$ cat src/rtl/core/vpa_pkg.sv
`default_nettype none
package vpa_pkg;

  localparam int unsigned MaxBlocksDefault = 16;
  localparam int unsigned AddrBitsDefault  = 16;
  localparam int unsigned IdBits           = 16;
  localparam int unsigned ResetMemSize     = 1024;
  localparam int unsigned IdLimit          = 65535;

  localparam logic [2:0] StOk      = 3'd0;
  localparam logic [2:0] StBadSize = 3'd1;
  localparam logic [2:0] StNoSeg   = 3'd2;
  localparam logic [2:0] StIdUnk   = 3'd3;
  localparam logic [2:0] StFull    = 3'd4;

  localparam logic [1:0] FitBest  = 2'd0;
  localparam logic [1:0] FitWorst = 2'd1;
  localparam logic [1:0] FitFirst = 2'd2;

  localparam logic [0:0] ReqAlloc = 1'b0;
  localparam logic [0:0] ReqFree  = 1'b1;

  localparam logic [0:0] RegMemSize = 1'b0;
  localparam logic [0:0] RegFit     = 1'b1;

  // controller to datapath
  typedef struct packed {
    logic load;       // latch request, clear scan pointers
    logic blk_step;   // examine one block entry
    logic seg_step;   // examine one segment entry
    logic apply;      // commit table entry edit at pointer
    logic shift;      // one shift step of the segment table
    logic finish;     // write result
  } vpa_cmd_t;

  // datapath to controller
  typedef struct packed {
    logic blk_done;
    logic seg_done;
    logic shift_done;
    logic need_shift;
  } vpa_sts_t;

endpackage
`default_nettype wire

$ cat src/rtl/core/vpa_ctrl.sv
`default_nettype none
module vpa_ctrl (
  input  wire logic             clk_i,
  input  wire logic             rst_ni,
  input  wire logic             start,
  output logic                  busy,
  output vpa_pkg::vpa_cmd_t     cmd_o,
  input  wire vpa_pkg::vpa_sts_t sts_i
);
  localparam logic [2:0] SIdle  = 3'd0;
  localparam logic [2:0] SBlk   = 3'd1;
  localparam logic [2:0] SSeg   = 3'd2;
  localparam logic [2:0] SApply = 3'd3;
  localparam logic [2:0] SShift = 3'd4;
  localparam logic [2:0] SDone  = 3'd5;

  logic [2:0] state_q, state_d;

  always_comb begin
    state_d = state_q;
    cmd_o   = '0;
    unique case (state_q)
      SIdle: begin
        if (start) begin
          cmd_o.load = 1'b1;
          state_d    = SBlk;
        end
      end
      SBlk: begin
        cmd_o.blk_step = 1'b1;
        if (sts_i.blk_done) state_d = SSeg;
      end
      SSeg: begin
        cmd_o.seg_step = 1'b1;
        if (sts_i.seg_done) state_d = SApply;
      end
      SApply: begin
        cmd_o.apply = 1'b1;
        state_d     = sts_i.need_shift ? SShift : SDone;
      end
      SShift: begin
        cmd_o.shift = 1'b1;
        if (sts_i.shift_done) state_d = SDone;
      end
      SDone: begin
        cmd_o.finish = 1'b1;
        state_d      = SIdle;
      end
      default: state_d = SIdle;
    endcase
  end

  always_ff @(posedge clk_i or negedge rst_ni) begin
    if (!rst_ni) begin
      state_q <= SIdle;
    end else begin
      state_q <= state_d;
    end
  end

  assign busy = (state_q != SIdle);

  a_load_only_idle: assert property (@(posedge clk_i) disable iff (!rst_ni)
    cmd_o.load |-> !busy) else $error("load while busy");
  a_done_to_idle: assert property (@(posedge clk_i) disable iff (!rst_ni)
    cmd_o.finish |=> !busy) else $error("finish not followed by idle");
  a_start_busy: assert property (@(posedge clk_i) disable iff (!rst_ni)
    (start && !busy) |=> busy) else $error("start not taken");
endmodule
`default_nettype wire

$ cat config.mk
export PLATFORM = sky130hd
export DESIGN_NAME = vpa_ctrl
export DESIGN_NICKNAME = d
export VERILOG_FILES = /design/src/rtl/core/vpa_pkg.sv /design/src/rtl/core/vpa_ctrl.sv
export SDC_FILE = /design/constraint.sdc
export NUM_CORES = 1
export LEC_CHECK = 0
export BUFFER_PORTS_ARGS = -buffer_cell sky130_fd_sc_hd__buf_4
export CORE_AREA = 4 4 41 43
export DETAILED_ROUTE_END_ITERATION = 10
export DIE_AREA = 0 0 45 47
export GPL_ROUTABILITY_DRIVEN = 0
export GPL_TIMING_DRIVEN = 0
export SLEW_MARGIN = 10
export SYNTH_ARGS = -nofsm -noshare
export SYNTH_HDL_FRONTEND = slang
export SYNTH_SLANG_ARGS = --single-unit
$ cat constraint.sdc
create_clock -name clk_i -period 1.7 [get_ports clk_i]
set_input_delay 0.17 -clock clk_i [delete_from_list [all_inputs] [get_ports clk_i]]
set_output_delay 0.17 -clock clk_i [all_outputs]
set_load 0.01 [all_outputs]
==> run summary <==
Across the run, the number of max-cap violations was 0. The effective utilization at floorplan is 17.4%. For the pin count of the biggest net entering global routing, the log shows 11. The worst register-to-register path has a depth of 3. The count of inserted antenna diode cells is 0. Final count of pins violating max slew: 0.

The maximum fanout along the worst path works out to 10. The slowest stage of the critical path belongs to the cell or3_4. The number of nets handed over by synthesis was 32.

The detailed-route wire length is 550 um. The buffers plus inverters on the worst setup path is 2, and the count of different cell masters after synthesis is 18. Measured slew at the worst slew-check pin: 237 ps. The clock transition at the register clock pins on the worst setup and hold paths after CTS was 40 ps. After synthesis, the share of flip-flops with an asynchronous set or reset is 100%.

Cell type with the highest aggregate area in the netlist: dfrtp_1. The area growth from synthesis to layout is 67.4%. In the final layout, the registers with the most flip-flops are state_q (3).

Of the total power, registers draw 21.2%. The synthesized design devotes to its leading area cell type 33.1% of total area. The via count of the first global-routing pass was 221; the fraction of the cycle the final worst path needs was 87.1%. The total power draw was 644 uW. The clock tree skew after final layout was 3.94 ps. The region available for standard cell placement spans 1300 sq um. TritonCTS built the clock tree. IR analysis of the VDD net gives a maximum drop of 573 uV.

The number of flip-flops in the largest register came out at 3. By area the synthesized netlist is led by dfrtp_1, nor3b_1, nor3b_2, buf_6, mux2_2. The critical path in this run is classified as flop to output port. The die outline area is 2120 sq um. The post-route DRC violation count was 0; the routed wire length per instance was 9.48 um. After routing the design area is 379 sq um.

The flow ran to the end, and the final reports show no timing, DRC or antenna violations. Headroom to the max-slew limit came out at 84.2%. Setup repair after global routing left no endpoint under its margin. At the end of the flow the core is filled with cells to 29.1%. Post-CTS repair changed the size of 0 cells. The first global-routing pass estimated 848 um of wire. Global routing used 5.78% of the available tracks.

The tools report the count of endpoints failing setup in the final report as 0. A synthesized cell averages 9.06 sq um. The tools report the reg-to-reg setup timing slack as 650 ps. STA classifies the critical path endpoint as an output port. After the last flow step, the layout net total stands at 51. In this run the critical register-to-register path is launched from state_q[1]. The run gives 1 as the number of buffers inserted by hold repair at cts. In this run the worst hold path is classified as primary input to flop. The detail route stage leaves a number of antenna-violating nets equal to 0. The worst setup path startpoint was state_q[2]. The signal on the critical path passes through buf_6 -> or3_4 -> nor2_2 -> buf_4. The critical path ends at cmd_o[5]. The critical path crosses 4 cells after its start point. For this run, the number of Yosys warnings is 0. Top register by number of flip-flops: state_q. Hold timing on the final database bottoms out at a slack of 224 ps.

For this design the ratio of total power to cell area is 1700 nW/um^2. The clock tree buffer depth is 2. The initial antenna violation count was 0; the flop and latch count out of synthesis was 3.

Input and output buffers added on the ports amount to 13. The sequential cell area fraction in the yosys report came out at 33.1%. The kind of cell with the highest combined delay along the critical path is simple AND/OR/NAND/NOR gates. Detail-routed via count per cell: 4.07.

The worst register-to-register path ends at state_q[0]. The logs give 0 for the hold violation count in the final report and 0 for the count of buffers added by post-CTS timing repair for setup. Counting flops with a built-in enable in the synthesized netlist gives 0. Sorting the synthesized cells by how often they occur yields dfrtp_1, nor3b_1, a21oi_1, inv_1, nand2_1. The clock reaches the later pin of the worst-skew pair after 230 ps. After floorplanning, the core was divided into 13 placement rows. The worst path needs 1480 ps of the cycle, external delays included.

The fraction of layout instances using a drive strength above 1 was 51.2%; the combinational fraction of design power was 59.3%. In this run the power spent charging and discharging nets is 243 uW. The height of the chip came out at 47 um. The detailed router placed 236 vias in this run.

On the worst path, the slowest cell contributes a delay of 390 ps. Data arrives at the worst endpoint at 1310 ps. The startpoint identified for the worst hold timing path is sts_i[3]. The primary flip-flop cell chosen by synthesis mapping is dfrtp_1. In this run the count of I/O pins placed on the die edge is 14.

For this design, the sink count on the clock tree is 3. For the residual overflow from global routing, the log shows 0. The startpoint type of the worst setup path is a flop. For the share of power burned in the clock network, the log shows 19.5%. The run gives 401 uW as the internal power summed over all cells. Based on the critical path, the design can be clocked at up to 675 MHz.

X dimension of the die: 45 um. The cell leakage power is 0.000187 uW, and the number of optimization iterations in the first detailed-route pass is 3. After routing, the total negative slack on setup checks comes to 0 ps. For the worst endpoint required time, the log shows 1530 ps. The switching portion of total power came out at 37.7%. The number of H-tree levels came out at 1. The cell count after synthesis came out at 25. Summing every instance area after synthesis gives 226 sq um. The number of design-rule violations left by the first detailed-router iteration was 8; the number of clock buffers inserted by TritonCTS was 3. The cell area after placement is 343 sq um.

The root buffer cell is clkbuf_4.
## per-stage QoR
stage	cells	setup WS [ps]
2_1_floorplan	25	513
3_3_place_gp	53	468
3_5_place_dp	53	449
4_1_cts	58	197
5_1_grt	58	175
6_report	58	219
## cell families after synthesis
kind of cell	synth area share, %
compound gates	9.95
buf+inv	11.6
flops	33.1
mux	4.97
simple gates	40.3
## cells in the final DEF, fill, tap and decap left out
| cell type | n |
|---|---|
| a31oi_1 | 1 |
| dfrtp_1 | 3 |
| or3_4 | 1 |
| or2_1 | 1 |
| a21oi_1 | 2 |
| mux2_2 | 1 |
| clkbuf_1 | 1 |
| nor3b_2 | 1 |
| dlygate4sd3_1 | 1 |
| and3b_1 | 1 |
| nand2_1 | 2 |
| nand3b_1 | 1 |
| buf_4 | 14 |
| inv_1 | 2 |
| o22ai_1 | 1 |
| nor2_2 | 1 |
| clkbuf_4 | 3 |
| buf_6 | 1 |
| nor3b_1 | 3 |
| nor2_1 | 1 |
| nor3_1 | 1 |
## worst min-delay path: cells and delay by family
family / cells / cell delay [ps]
simple gates: 1 / 70
buf+inv: 1 / 110
compound gates: 1 / 60
## power groups by stage
| stage | logic [uW] | clock network, uW | registers, uW |
|---|---|---|---|
| 3_3_place_gp | 380 | 0 | 138 |
| 6_report | 382 | 125 | 137 |
| 3_5_place_dp | 384 | 0 | 137 |
| 5_1_grt | 414 | 136 | 139 |
| 2_1_floorplan | 246 | 0 | 131 |
| 4_1_cts | 388 | 130 | 137 |
## cell type report
type                       instances  area (sq um)
fill                             151           922
timing repair buffer              14           108
multi-input combinational         18           125
inverter                           2          7.51
sequential                         3          75.1
buffer                             2          18.8
clock buffer                       4          26.3
tap                               15          18.8
## layer usage
metal	GRT usage [%]	part of all wire (%)	wire (um)	vias up
met4	7.02	0	0	0
met1	7.08	47	258	104
met3	1.53	9.3	51	0
li1	-	-	-	121
met2	7.34	44	241	11
met5	0	0	0	-
## worst min path at each step
stage / end / slack, ps / depth (start not counted)
2_1_floorplan: state_q[0] / -130 / 0
3_3_place_gp: state_q[1] / -40 / 1
3_5_place_dp: state_q[1] / -40 / 1
4_1_cts: state_q[1] / 220 / 3
5_1_grt: state_q[1] / 220 / 3
6_report: state_q[1] / 220 / 3
Power figures use the tool's default switching activity.
